[src/rtl/bst_pkg.sv]
// Shared types and constants of the bucketed score table.
// Depends on nothing; used by the row memory, the way unit and the top level.
`default_nettype none

package bst_pkg;

   localparam int MAX_INDEX_BITS_DEF = 12;
   localparam int WAYS_DEF           = 4;
   localparam int SAMPLE_BUCKETS     = 1000;
   localparam int KEY_W              = 32;
   localparam int SCORE_W            = 16;
   localparam int FILL_W             = 10;
   localparam int CSR_W              = 4;
   localparam logic [CSR_W-1:0] INDEX_BITS_RESET = 4'd12;

   typedef enum logic [1:0] {
      OP_ADD    = 2'd0,
      OP_LOOKUP = 2'd1,
      OP_FILL   = 2'd2,
      OP_CLEAR  = 2'd3
   } op_type;

   typedef enum logic [3:0] {
      ST_INIT,
      ST_IDLE,
      ST_SCAN,
      ST_DECIDE,
      ST_FILL,
      ST_FILL_TAIL,
      ST_DIV,
      ST_CLEAR,
      ST_DONE
   } state_type;

   typedef struct packed {
      logic [KEY_W-1:0]          key;
      logic signed [SCORE_W-1:0] score;
   } slot_type;

   typedef struct packed {
      logic key_eq;
      logic empty;
      logic lt_new;
      logic lt_low;
   } way_flags_type;

endpackage

`default_nettype wire

[src/rtl/bst_way_unit.sv]
// Shared compare unit of the bucketed score table, applied to one way per cycle.
// Depends on bst_pkg.
`default_nettype none

module bst_way_unit (
   input  wire        bst_pkg::slot_type            slot,
   input  wire        [bst_pkg::KEY_W-1:0]          new_key,
   input  wire signed [bst_pkg::SCORE_W-1:0]        new_score,
   input  wire signed [bst_pkg::SCORE_W-1:0]        low_score,
   output bst_pkg::way_flags_type                   flags
);
   import bst_pkg::*;

   always_comb begin
      flags.key_eq = (slot.key == new_key);
      flags.empty  = (slot.key == '0) && (slot.score == '0);
      flags.lt_new = (slot.score < new_score);
      flags.lt_low = (slot.score < low_score);
   end

endmodule

`default_nettype wire

[config.mk]
export PLATFORM = sky130hd
export DESIGN_NAME = bst_way_unit
export DESIGN_NICKNAME = d
export VERILOG_FILES = /design/src/rtl/bst_pkg.sv /design/src/rtl/bst_way_unit.sv
export SDC_FILE = /design/constraint.sdc
export NUM_CORES = 1
export LEC_CHECK = 0
export BUFFER_PORTS_ARGS = -buffer_cell sky130_fd_sc_hd__buf_4
export CORE_AREA = 4 4 64 66
export DETAILED_ROUTE_END_ITERATION = 6
export DIE_AREA = 0 0 68 70
export PLACE_DENSITY_LB_ADDON = 0.3
export SLEW_MARGIN = 20
export SYNTH_ARGS = -nofsm -noshare
export SYNTH_HDL_FRONTEND = slang
export SYNTH_SLANG_ARGS = --single-unit
[constraint.sdc]
create_clock -name vclk -period 1.7
set_clock_uncertainty 0.15 [all_clocks]
set_input_delay 0.17 -clock vclk [all_inputs]
set_output_delay 0.17 -clock vclk [all_outputs]
set_load 0.05 [all_outputs]
Yosys cells after proc, flatten, opt, wreduce, memory -nomap -nowiden
Index checks and enable logic that the tools add are counted.
{ "totals": {"output_inout_bits": 4, "in_bits": 112, "register_bits": 0, "wordCells": 6} }
{ "op_classes": {"eq_ne": 1, "order_cmp": 2, "n_reduce_logical": 3} }
{ "ops": {"columns": ["cell", "count"], "rows": [
  ["$eq 32x32->1", 1],
  ["$logic_not 32->1", 1],
  ["$lt 16x16->1", 2],
  ["$logic_not 16->1", 1],
  ["$logic_and 1x1->1", 1]
]} }

Depth between registers and ports, before layout
Gate-level depths: netlist of run 1.
{ "logic_depth": {"depth_word": 2, "mapped_depth": 6, "ltp_nobuf": 6} }

Least setup slack after synthesis of run 1
Ideal clock, no wire load.
{ "synth_path": {"path_type": "in2out", "startpoint": "in slot[41] (netlist name)", "endpoint": "out flags[2] (netlist name)", "stages": 3, "path_slack_ns": -0.260, "required_time_ns": 1.380, "t_arrival_ns": 1.640, "path_buffers": 0, "cell_sequence": "nor4_1 > nand4_1 > nor3_1"} }
{ "synth_lines": {"columns": ["item", "line", "text"], "rows": [
  ["start: declaration", "bst_way_unit.sv:6", "input wire bst_pkg::slot_type slot,"],
  ["end: declaration", "bst_way_unit.sv:10", "output bst_pkg::way_flags_type flags"]
]} }

==> qor.yml, run 1 <==
slowest_delay_ps: 330
synth_cell_types: 22
port_buffers: 116
crit_path_frequent_cell: "buf_4"
fp.dieH_um: 70
dp_hpwl_mm: 4.17
n_fill_cell: 327
fin_nets: 435
crit_family: "compound AO/OA/AOI/OAI gates"
max_freq_ghz: 0.521
finalCritPeriodShare_pct: 113
start_util_pct: 33.3
drc: 0
failed_checks: "negative setup slack"
yosys.area.top_type: "ha_1"
num_vias: 1650
grt_usage_pct: 18.0
worstMarginPinSlew_ps: 344
min_delay_path_depth: 5
dieWidth_um: 68
final_util_pct: 66.1
synthTopCellsByCount: "inv_1 (36), xor2_1 (32), ha_1 (30), nor4_1 (21), a21oi_1 (10)"
cp.depth: 9
synth.most_common_cell: "inv_1"
cpMaxStageDelayCell: "a2111oi_2"
globalplace.congestion: 0.854
p_leak_uw: 0.00125
diodes: 0
yosys_warnings: 0
post_drt_wl_per_cell_um: 13.9
ios: 116
setup_viol: 2
worst-endpoint-arrival_ps: 1600
area_growth_pct: 98.4
core_sq_um: 3580
holdCritPathClass: "input pin to output pin"
first_pass_iters: 4
rows: 22
synth_fp_nets: 308
drt-total-wl_mm: 4.71
ir_drop_mv: 0.161
slew-limit-headroom_pct: 76.8
yosysTopAreaCellShare_pct: 31.5
crit_required_ps: 1380
seq_cells: 0
finalPower_uw: 558
fin_crit_ps: 1920
critPathCaptureType: "output pin"
viasPerCell: 4.87
seq_area_sq_um: 0
synthTopCellsByArea: "ha_1 (31%), xor2_1 (24%), inv_1 (11%)"
routed.top_layer: "met4"
dieArea_sq_um: 4760
critical_path.cell_chain: "buf_4 -> inv_1 -> ha_4 -> a2111oi_4 -> a2111oi_2 -> buf_4 -> o21ai_1 -> a32o_2 -> buf_8"
first_global_vias: 1583
cp_max_fo: 1
wl_met2_mm: 2.39
met3WireLength_um: 559
finalHoldViolations: 0
cts.hold.buffers_added: 0
start_kind: "input pin"
p_per_area_nw_per_um2: 236
met1Wirelength_mm: 1.71
pre_cts_ws_ps: -354
syn_area_sq_um: 1190
postCtsSetupRepairBufs: 0
grt_pass1_wl_mm: 6.95
worst-path-buf-inv: 4
rsz0062_at_grt: "true"
drive_gt1_share_pct: 48.5
crit_type: "input pin to output pin"
synth_cells: 166
grt_overflow: 0
drv_cap: 0
grt_max_degree: 4
yosysSeqAreaShare_pct: 0
tns_ps: -432
syn_avg_cell_area_sq_um: 7.18
status: "finished, violations left"
drt_iter0_drc: 57
hold_slack_ps: 603
fin_ws_ps: -221
clock_buffers: 0
drv_slew: 0
ant_nets: 0
antenna_found_initial: 0
where the power goes:
group	internal [uW]	switching (uW)	leakage (uW)	total (uW)
clock	0	0	0	0
sequential	0	0	0	0
combinational	322	236	0.00125	558
total	322	236	0.00125	558
area by class of cell:
cell class	instances	area, sq um	area share [%]
repair buffers	125	976	41.2
multi-input cells	130	1190	50.4
inverters	36	138	5.82
well taps	48	60.1	2.54
metrics by stage:
step / cell area [sq um] / std cells
2_1_floorplan: 1220 / 166
3_3_place_gp: 2220 / 339
3_5_place_dp: 2220 / 339
4_1_cts: 2260 / 339
5_1_grt: 2370 / 339
6_report: 2370 / 339
metal layers:
layer | track usage, % | up-vias
met5 | 0 | -
met2 | 34.7 | 78
met4 | 1.10 | 0
met1 | 20.3 | 717
li1 | - | 849
met3 | 3.86 | 6
worst min-delay path, stage by stage:
cell and delay, ps:
buf_4 90, nor4_1 50, nand4_1 80, nor3_2 50
buf_6 140
what timing repair did:
action,CTS,global route
endpoints found under the setup margin,3,3
pin swaps,1,4
gates resized for setup,10,16
gates cloned,0,0
path summary, 6_finish.rpt:
check | startpoint | endpoint
setup / recovery | new_score[1] | flags[1]
hold / removal | slot[45] | flags[2]
cells by family (layout without fill, tap and decap cells):
logic type,count (synthesis),count (layout),synth area share (%)
XOR/XNOR,32,32,23.5
buffers and inverters,36,161,11.3
AND/OR/NAND/NOR,43,43,20.3
adder cells (fa/ha/maj),30,30,31.5
AO/OA/AOI/OAI,25,25,13.4
layout by cell type (no fill, tap or decap):
cell and count:
nor4_1 17, nor2_1 5, nor3_2 1, inv_4 1
a31oi_1 1, a32o_2 2, buf_4 118, o22ai_1 2
nand2b_1 1, nand4_1 7, o211ai_1 1, o21ai_1 1
nor4_4 2, o21ai_0 3, buf_6 4, or3_1 1
ha_1 26, o2111ai_1 1, a2111oi_4 1, ha_4 4
buf_8 3, xor2_1 32, inv_1 35, a21oi_1 10
nand2_1 4, nor4_2 2, a2111oi_2 2, nor3_1 1
nand3_1 2, a211oi_2 1
Power figures use the tool's default switching activity.
==> run 2, diff against run 1 <==
Settings changed: ABC_AREA set to 1, CORE_AREA 4 4 64 66 to 4 4 66 68, DIE_AREA 0 0 68 70 to 0 0 70 72.
==> run 2 against run 1 <==
The run still ends with negative setup slack left. Flip-flop and latch count stayed put. Die area up 5.9%. Cell count is 12% higher. Critical path depth unchanged. Core utilization down 0.19 points. Wire length fell by 0.64%. Synthesized cell count up 29%. Non-clock buffer count fell by 9. Area after synthesis increased by 11%. Largest power group unchanged.
==> qor.yml, run 2 <==
first_global_vias: 1767  # +12%
rows: 23  # +4.5%
synth_cell_types: 17  # -23%
syn_avg_cell_area_sq_um: 6.17  # -14%
finalCritPeriodShare_pct: 101  # -12 points
area_growth_pct: 92.6
yosysSeqAreaShare_pct: 0  # unchanged
synthTopCellsByCount: "inv_1 (46), nand2_1 (46), ha_1 (30), xnor2_1 (27), nor2_1 (17)"
hold_slack_ps: 657  # +53.6 ps
setup_viol: 1  # -1
grt_max_degree: 4  # unchanged
status: "finished, violations left"
synth_cells: 214  # +29%
globalplace.congestion: 0.843  # -1.3%
critPathCaptureType: "output pin"
synthTopCellsByArea: "ha_1 (28%), xnor2_1 (18%), inv_1 (13%)"
grt_usage_pct: 16.9  # -1.1 points
grt_overflow: 0  # unchanged
clock_buffers: 0  # unchanged
drv_slew: 0  # unchanged
num_vias: 1820  # +10%
drt-total-wl_mm: 4.68  # -0.64%
stdcell_area_sq_um: 2540  # +7.5%
failed_checks: "negative setup slack"
dieArea_sq_um: 5040  # +5.9%
cp_max_fo: 2  # +1
start_util_pct: 34.2  # +0.91 points
synth_xor_area_share_pct: 19.2  # -4.3 points
slew-limit-headroom_pct: 75.9  # -0.96 points
fp.dieH_um: 72  # +2.9%
synthAdderAreaFrac_pct: 28.4  # -3.0 points
p_per_area_nw_per_um2: 247  # +4.7%
drive_gt1_share_pct: 47.6  # -0.88 points
drc: 0  # unchanged
seq_cells: 0  # unchanged
synth_compound_area_share_pct: 9.29  # -4.1 points
yosys.area.top_type: "ha_1"
rsz0062_at_grt: "true"
synthSimpleGateAreaFrac_pct: 30.0  # +9.7 points
grt_pass1_wl_mm: 7.38  # +6.3%
mostFrequentLayoutCell: "buf_4"
synth_fp_nets: 356  # +16%
dieWidth_um: 70  # +2.9%
p_leak_uw: 0.00133  # +6.3%
core_sq_um: 3860  # +7.8%
diodes: 0  # unchanged
holdCritPathClass: "input pin to output pin"
fin_nets: 474  # +9.0%
ant_nets: 0  # unchanged
post_dp_cell_area_sq_um: 2250  # +1.7%
ios: 116  # unchanged
crit_required_ps: 1380  # about the same
first_pass_iters: 4  # unchanged
crit_type: "input pin to output pin"
yosys_warnings: 0  # unchanged
dp_hpwl_mm: 3.98  # -4.7%
viasPerCell: 4.79  # -1.6%
port_buffers: 116  # unchanged
syn_area_sq_um: 1320  # +11%
ir_drop_mv: 0.156  # -3.5%
synth_top_family_by_area: "simple AND/OR/NAND/NOR gates"
muxShareOfSynthArea_pct: 0  # unchanged
yosysTopAreaCellShare_pct: 28.4  # -3.0 points
final_cell_mix: "buf_4 (109), nand2_1 (41), inv_1 (39)"
worstMarginPinSlew_ps: 359  # +14.3 ps
drv_cap: 0  # unchanged
seq_area_sq_um: 0  # unchanged
fin_crit_ps: 1720  # -203 ps
post_drt_wl_per_cell_um: 12.3  # -11%
antenna_found_initial: 0  # unchanged
max_freq_ghz: 0.582  # +12%
worst-endpoint-arrival_ps: 1400  # -200 ps
cts.hold.buffers_added: 0  # unchanged
finalHoldViolations: 0  # unchanged
start_kind: "input pin"
fin_ws_ps: -18.2  # +203 ps
drt_iter0_drc: 17  # -70%
-- run 2: cell count changes after synthesis, sizes merged, moves of 3 or more --
cell | previous run | this run
a2111oi | 3 | 0
a21o | 0 | 4
inv | 36 | 46
nand2 | 4 | 46
nor2 | 5 | 18
nor4 | 21 | 12
xnor2 | 0 | 27
xor2 | 32 | 2
-- run 2: where the power goes --
part | total, uW | switching [uW] | internal, uW
Sequential | 0 | 0 | 0
Clock | 0 | 0 | 0
Combinational | 628 | 275 | 353
Total | 628 | 275 | 353
-- run 2: worst paths after layout --
kind / from / endpoint / slack [ps] / depth (start not counted)
max: low_score[13] / flags[0] / -20 / 9
min: slot[4] / flags[2] / 660 / 5
-- run 2: layout make-up --
cell class                      instances  area [sq um]
Inverter                               46           180
Tap cell                               50          62.6
Multi-Input combinational cell        168          1400
Timing Repair Buffer                  116           905
Fill cell                             338          1310
-- run 2: stage by stage --
| step | utilization (%) | total power, uW | setup WS [ps] | setup TNS (ps) | std cells |
|---|---|---|---|---|---|
| 2_1_floorplan | - | 248 | 58.3 | 0 | 214 |
| 3_3_place_gp | 58.4 | 523 | -34.9 | -48.9 | 380 |
| 3_5_place_dp | 58.4 | 535 | -76.6 | -125 | 380 |
| 4_1_cts | 61.1 | 568 | -2.81 | -2.81 | 380 |
| 5_1_grt | 65.9 | 695 | -70.1 | -138 | 380 |
| 6_report | 65.9 | 628 | -18.2 | -18.2 | 380 |
-- run 2: what timing repair did --
item / in CTS / in global routing
setup buffers: 0 / 0
setup endpoints to repair: 2 / 2
gates resized for setup: 14 / 38
pin swaps: 11 / 29
-- run 2: metal layers --
| metal | global-route usage [%] | vias up | share of wire (%) |
|---|---|---|---|
| met3 | 4.85 | 0 | 11 |
| met2 | 32.7 | 80 | 52 |
| met5 | 0 | - | 0 |
| met1 | 19.7 | 812 | 37 |
| met4 | 0 | 0 | 0 |
| li1 | - | 928 | - |
-- run 2: worst max-delay path, cell delays in order --
cell and delay (ps):
buf_4 110, inv_1 90, ha_4 210, a21o_1 170, a21o_1 150, a21oi_2 130, nand3_1 100, nand2_1 100
buf_6 160
-- run 2: cell families (layout without fill, tap and decap cells) --
kind of cell | after synthesis | after routing
AO/OA/AOI/OAI | 19 | 19
XOR/XNOR | 29 | 29
adder cells (fa/ha/maj) | 30 | 30
buffers and inverters | 46 | 162
AND/OR/NAND/NOR | 90 | 90
==> run 3, diff against run 2 <==
Settings changed: CORE_AREA 4 4 66 68 to 4 4 61 63, DIE_AREA 0 0 70 72 to 0 0 65 67.
Clock period 1.7 ns to 2.18 ns, I/O delays scaled along.
==> run 3 against run 2 <==
The flow now finishes without violations. Worst setup slack gained 330 ps. Sequential share of layout area is the same. Wire length shrank 15%. Critical path type unchanged.
==> qor.yml, run 3 (same netlist as run 2, synthesis figures left out) <==
pwr-share-seq_pct: 0  # unchanged
first_pass_iters: 2  # -2
drc: 0  # unchanged
ir_drop_mv: 0.117  # -25%
fin_nets: 474  # unchanged
finalHoldViolations: 0  # unchanged
crit_type: "input pin to output pin"
area_growth_pct: 70.3
drive_gt1_share_pct: 36.1  # -12 points
mostFrequentLayoutCell: "buf_4"
grt_pass1_wl_mm: 6.35  # -14%
start_util_pct: 40.8  # +6.6 points
p_int_uw: 236  # -33%
p_per_area_nw_per_um2: 182  # -26%
worst-endpoint-arrival_ps: 1500  # +100 ps
post_drt_wl_per_cell_um: 10.6  # -14%
setup_viol: 0  # -1
grt_overflow: 0  # unchanged
port_buffers: 116  # unchanged
final_cell_mix: "buf_4 (116), inv_1 (46), nand2_1 (46)"
cpMaxStageDelayCell: "ha_1"
finalCritPeriodShare_pct: 85.7
dieWidth_um: 65  # -7.1%
slowest_delay_ps: 300  # +90 ps
first_global_vias: 1629  # -7.8%
postCtsSetupRepairBufs: 0  # unchanged
worst-path-buf-inv: 2  # -1
dp_hpwl_mm: 3.77  # -5.2%
cp_max_fo: 3  # +1
seq_area_sq_um: 0  # unchanged
drv_cap: 0  # unchanged
dieArea_sq_um: 4360  # -14%
fin_crit_ps: 1870
rows: 21  # -8.7%
crit_required_ps: 1810  # +430 ps
globalplace.congestion: 0.765  # -9.3%
status: "completed"
diodes: 0  # unchanged
start_kind: "input pin"
fp.dieH_um: 67  # -6.9%
n_fill_cell: 314  # -7.1%
drt_iter0_drc: 35  # +18
cts_resized: 0  # -14
cts.hold.buffers_added: 0  # unchanged
ant_nets: 0  # unchanged
core_sq_um: 3230  # -16%
ios: 116  # unchanged
p_leak_uw: 0.00132  # -0.82%
rsz0062_at_grt: "false"
clock_buffers: 0  # unchanged
p_switching_uw: 174  # -37%
antenna_found_initial: 0  # unchanged
crit_path_frequent_cell: "nand2_1"
num_vias: 1721  # -5.4%
worstMarginPinSlew_ps: 386  # +27.0 ps
drt-total-wl_mm: 3.97  # -15%
grt_usage_pct: 17.6  # +0.67 points
stdcell_area_sq_um: 2250  # -12%
clkPwrFrac_pct: 0  # unchanged
holdCritPathClass: "input pin to output pin"
switching_share_pct: 42.4  # -1.3 points
crit_family: "simple AND/OR/NAND/NOR gates"
seq_cells: 0  # unchanged
slew-limit-headroom_pct: 74.1  # -1.8 points
grt_max_degree: 4  # unchanged
multi_input_area_sq_um: 1150  # -18%
drv_slew: 0  # unchanged
viasPerCell: 4.58  # -4.4%
tns_ps: 0  # +18.2 ps
critPathCaptureType: "output pin"
post_dp_cell_area_sq_um: 2250  # -0.22%
max_freq_ghz: 0.535
critical_path.cell_chain: "buf_4 -> ha_1 -> a21oi_1 -> nor2_1 -> nor3_1 -> nand2_1 -> nand2_1 -> nand2_1 -> nand2_1 -> nand2_1 -> buf_4"
pwr-share-comb_pct: 100.0  # about the same
run 3: stage by stage:
stage	setup slack [ps]	hold slack (ps)	utilization, %	std cells	power (uW)
6_report	313	728	69.6	376	410
4_1_cts	304	735	69.6	376	416
2_1_floorplan	442	494	-	214	193
3_3_place_gp	359	736	69.6	376	405
3_5_place_dp	314	734	69.6	376	414
5_1_grt	207	767	69.6	376	464
run 3: layout make-up:
type / instances / share of cell area (%)
Timing Repair Buffer: 116 / 38.7
Tap cell: 46 / 2.56
Inverter: 46 / 7.68
Multi-Input combinational cell: 168 / 51.0
run 3: final timing paths:
kind	from	endpoint	slack, ps	cells after the start
setup / recovery	slot[5]	flags[0]	310	11
hold / removal	slot[7]	flags[2]	730	5
run 3: power groups by stage:
stage / clock, uW / sequential (uW) / combinational [uW]
after detailed placement: 0 / 0 / 414
after global placement: 0 / 0 / 405
after floorplan: 0 / 0 / 193
final: 0 / 0 / 410
after global routing: 0 / 0 / 464
after CTS: 0 / 0 / 416
run 3: layer usage:
metal	vias up	track usage, %	share of wire (%)
met1	724	19.3	37
li1	928	-	-
met3	0	2.87	11
met5	-	0	0
met2	69	36.7	52
met4	0	0	0
